$ cat config.mk
export PLATFORM = sky130hd
export DESIGN_NAME = its_divider
export DESIGN_NICKNAME = d
export VERILOG_FILES = /design/src/hdl/its_pkg.sv /design/src/hdl/its_divider.sv
export SDC_FILE = /design/constraint.sdc
export NUM_CORES = 1
export LEC_CHECK = 0
export BUFFER_PORTS_ARGS = -buffer_cell sky130_fd_sc_hd__buf_2
export CORE_ASPECT_RATIO = 0.75
export CORE_MARGIN = 4
export CORE_UTILIZATION = 55
export CTS_CLUSTER_DIAMETER = 120
export DETAILED_ROUTE_END_ITERATION = 12
export GPL_TIMING_DRIVEN = 1
export PLACE_DENSITY = 0.79
export SYNTH_ARGS = -nofsm -noshare
export SYNTH_HDL_FRONTEND = slang
export SYNTH_SLANG_ARGS = --single-unit
$ cat constraint.sdc
create_clock -name clock -period 3.1 [get_ports clock]
set_input_delay 0.31 -clock clock [delete_from_list [all_inputs] [get_ports clock]]
set_output_delay 0.31 -clock clock [all_outputs]
set_load 0.05 [all_outputs]
$ cat src/hdl/its_pkg.sv
package its_pkg;

   localparam int HISTORY_DEPTH = 1024;
   localparam int HIST_ADDR_W   = $clog2(HISTORY_DEPTH);
   localparam int HIST_LEN_W    = 11;
   localparam int TS_W          = 48;
   localparam int IV_W          = 32;
   localparam int ACC_W         = 64;
   localparam int DIV_CNT_W     = $clog2(ACC_W + 1);

   localparam logic [HIST_LEN_W-1:0] HIST_LEN_RESET = HIST_LEN_W'(1024);
   localparam logic [HIST_LEN_W-1:0] HIST_LEN_MAX   = HIST_LEN_W'(HISTORY_DEPTH);

   typedef enum logic [1:0] {
      FUNC_START   = 2'd0,
      FUNC_STOP    = 2'd1,
      FUNC_RESTART = 2'd2,
      FUNC_READ    = 2'd3
   } its_func_type;

   typedef enum logic [2:0] {
      ST_IDLE,
      ST_CALC,
      ST_SQUARE,
      ST_ACCUM,
      ST_LAUNCH,
      ST_WAIT,
      ST_RESULT
   } its_state_type;

endpackage

$ cat src/hdl/its_divider.sv
// Restoring divider: one quotient bit per cycle.
module its_divider
   import its_pkg::*;
(
   input  logic             clock,
   input  logic             reset,
   input  logic             start,
   input  logic [ACC_W-1:0] dividend,
   input  logic [IV_W-1:0]  divisor,
   output logic             done,
   output logic [ACC_W-1:0] quotient
);

   logic                 busy_ff;
   logic                 done_ff;
   logic [DIV_CNT_W-1:0] count_ff;
   logic [ACC_W-1:0]     quo_ff;
   logic [IV_W-1:0]      rem_ff;
   logic [IV_W-1:0]      divisor_ff;

   logic [IV_W:0]        rem_shift;
   logic [IV_W:0]        rem_diff;
   logic                 fits;

   always_comb begin
      rem_shift = {rem_ff, quo_ff[ACC_W-1]};
      rem_diff  = rem_shift - {1'b0, divisor_ff};
      fits      = (rem_shift >= {1'b0, divisor_ff});
   end

   always_ff @(posedge clock) begin
      if (reset) begin
         busy_ff  <= 1'b0;
         done_ff  <= 1'b0;
         count_ff <= '0;
      end else begin
         done_ff <= 1'b0;
         if (start) begin
            busy_ff  <= 1'b1;
            count_ff <= DIV_CNT_W'(ACC_W);
         end else if (busy_ff) begin
            count_ff <= count_ff - 1'b1;
            if (count_ff == DIV_CNT_W'(1)) begin
               busy_ff <= 1'b0;
               done_ff <= 1'b1;
            end
         end
      end
   end

   always_ff @(posedge clock) begin
      if (start) begin
         quo_ff     <= dividend;
         rem_ff     <= '0;
         divisor_ff <= divisor;
      end else if (busy_ff) begin
         quo_ff <= {quo_ff[ACC_W-2:0], fits};
         rem_ff <= fits ? rem_diff[IV_W-1:0] : rem_shift[IV_W-1:0];
      end
   end

   assign done     = done_ff;
   assign quotient = quo_ff;

endmodule

==> qor.yml <==
busiest_layer: "met2"
fmaxAchievable_mhz: 335.7
cts_max_level: 4
met2_usage: 0.3651
critical_path_arrival_ps: 3260
cts_made_buffers: 17
synth_seq_area_share: 0.5088
coreArea_mm2: 0.01297
path_class: "reg2reg"
finalHoldViolations: 0
die-area_mm2: 0.01516
clk-insertion-delay-late_ps: 420
fin_skew_ps: 8.992
slew_viol_final: 0
layout-drive-gt1-share: 0.3900
worst_pin_slew_ps: 928.6
synth_area_mm2: 0.007279
gr-total-overflow: 0
fin_area_mm2: 0.009190
drc: 0
hold_class: "in2reg"
grt_use_met1: 0.3045
slew_headroom: 0.3787
required_ps: 3380
period_share: 0.9610
syn_nets: 778
die_h_um: 107.6
synth_enable_flop_cells: 96
layout_min_cycle_time_ps: 2979
grt_pass1_wl_mm: 27.67
place_ws_ps: -83.79
grt_usage: 0.2278
drtAntennaViolNets: 0
pin_count: 164
rows: 36
start_util: 0.5611
p_leak_nw: 3.991
crit_fanout: 7
outcome: "completed"
synth_top_area_frac: 0.3960
routed_wl_mm: 17.99
ys_top_cells_by_area: "edfxtp_1 40%, dfxtp_1 11%, mux2_2 9.7%"
synth_seq_cells: 137
vias: 5772
global_route.usage.met3: 0.05639
cts_tree: "done"
hpwl_mm: 11.98
cts_hold_buf: 0
grt_pass1_vias: 5633
async_flop_share: 0
synthCells: 644
portBuffers: 163
finalSetupTns_ps: 0
peakVddDrop_uv: 409.6
drv_cap: 0
clock-root-buffer: "clkbuf_16"
setup_viol: 0
cp-start-kind: "flip-flop"
fin_nets: 957
viasPerCell: 5.732
synthFlopType: "edfxtp_1"
wl_per_cell_um: 17.87
grt_setup_unrepaired: "true"
postSynthAreaPerCell_um2: 11.30
diodes: 0
p_per_area_mw_per_mm2: 600.9
synth_cell_types: 65
layout_setup_ws_ps: 120.9
gp_congestion: 0.9182
syn_to_final_growth_pct: 26.25
clkTransAtPathRegs_ps: 60
ys_warn_count: 0
ctsLongestPathBuffers: 2
die_w_um: 140.8
end_kind: "flip-flop"
drtPass1Iterations: 5
grt_max_degree: 99
fin_hold_ws_ps: 62.68
post_dp_cell_area_mm2: 0.008314
clock_sinks: 137
power.total_mw: 5.522
antenna_found_initial: 0
yosysTopAreaCell: "edfxtp_1"
drt_iter0_drc: 525
[path summary, 6_finish.rpt]
check             slack, ps                       end                    start  depth (start not counted)
setup / recovery        120    rem_ff[6]$_SDFFE_PP0P_  divisor_ff[5]$_DFFE_PP_                         13
hold / removal           60  divisor_ff[24]$_DFFE_PP_              divisor[24]                          1
setup reg to reg        120    rem_ff[6]$_SDFFE_PP0P_  divisor_ff[5]$_DFFE_PP_                         13
hold reg to reg         500   rem_ff[24]$_SDFFE_PP0P_  rem_ff[24]$_SDFFE_PP0P_                          2
[cells in the final DEF (no fill, tap or decap), types with 10 or more instances in the layout]
master     Yosys  layout
nand3_1       11      11
a211oi_2       9      15
buf_2          3     162
clkbuf_16      0      19
inv_1         43      40
mux2_2        63      63
xor2_1        10      10
o21ai_0       20      19
ha_1          34      30
a211oi_1      18      12
a21oi_1       32      27
a21o_1        12      12
nor3_1        12      11
edfxtp_1      96      96
nand2_1       37      37
buf_4          2      18
mux2i_1       10      10
nor2_1        56      54
xnor2_1       19      19
dfxtp_1       41      41
[registers in the layout, indices dropped and copies added (netlist names)]
register and cells:
done 1, quotient 64, count_ff 7, busy_ff 1, rem_ff 32, divisor_ff 32
[metrics by stage]
| stage | cells | utilization |
|---|---|---|
| after CTS | 1002 | 0.6927 |
| after floorplan | 644 | - |
| after detailed placement | 965 | 0.6409 |
| final | 1007 | 0.7084 |
| after global placement | 965 | 0.6409 |
| after global routing | 1007 | 0.7084 |
[critical path: stages, from the launching register on]
cell and delay (ps):
edfxtp_1 380, inv_2 90, ha_4 220, a41o_1 260
a221oi_2 330, o21bai_1 150, nor4_2 310, nor2_2 100
a2111oi_4 300, buf_6 230, clkbuf_16 180, nor2_1 50
a21oi_1 160, a211oi_2 90
[routing by layer]
layer	routed length, um	share of wire
met5	0	0
met4	345	0.019
met3	1143	0.064
met2	8962	0.50
met1	7541	0.42
[report_power, final]
part | internal (mW) | leakage (nW) | switching (mW)
Clock | 1.31 | 0.302 | 0.769
Sequential | 2.14 | 1.29 | 0.0842
Combinational | 0.436 | 2.40 | 0.780
[area by class of cell]
type / count / area (um^2)
clock buffer: 21 / 460.4
clock inverter: 11 / 145.1
fill: 944 / 3782
inverter: 44 / 165.2
multi-input combinational: 434 / 3390
sequential: 137 / 3704
tap: 171 / 214.0
timing repair buffer: 189 / 1112
[logic make-up (layout without fill, tap and decap cells)]
| group | after synthesis | count (layout) | share of synthesized area |
|---|---|---|---|
| multiplexers | 73 | 73 | 0.1112 |
| AO/OA/AOI/OAI | 141 | 141 | 0.1415 |
| flip-flops | 137 | 137 | 0.5088 |
| AND/OR/NAND/NOR | 156 | 156 | 0.1002 |
| XOR/XNOR | 29 | 29 | 0.03489 |
| buffers and inverters | 73 | 265 | 0.04228 |
| adder cells (fa/ha/maj) | 35 | 35 | 0.06119 |
[cells in the mapped netlist, drive strengths merged (3+ instances only)]
| library cell | number |
|---|---|
| nor2b | 5 |
| ha | 34 |
| clkbuf | 20 |
| and2 | 6 |
| nand3 | 11 |
| a211oi | 27 |
| o31ai | 5 |
| nand2b | 5 |
| xnor2 | 19 |
| mux2i | 10 |
| xor2 | 10 |
| or2 | 3 |
| buf | 9 |
| edfxtp | 96 |
| nand4 | 4 |
| o21bai | 3 |
| nand2 | 37 |
| nor3 | 12 |
| mux2 | 63 |
| a21o | 12 |
| inv | 43 |
| a21oi | 32 |
| a32oi | 4 |
| nor4 | 3 |
| a22o | 5 |
| a31oi | 8 |
| o21ai | 21 |
| and3 | 4 |
| dfxtp | 41 |
| nor2 | 56 |
[repair_timing]
item / CTS / global route
gates resized for setup: 0 / 36
pin swaps: 3 / 22
gates cloned: 2 / 3
hold endpoints to repair: 0 / 0
setup buffers: 3 / 3
setup endpoints to repair: 24 / 33
No activity file was read; power rests on OpenSTA's default activity.
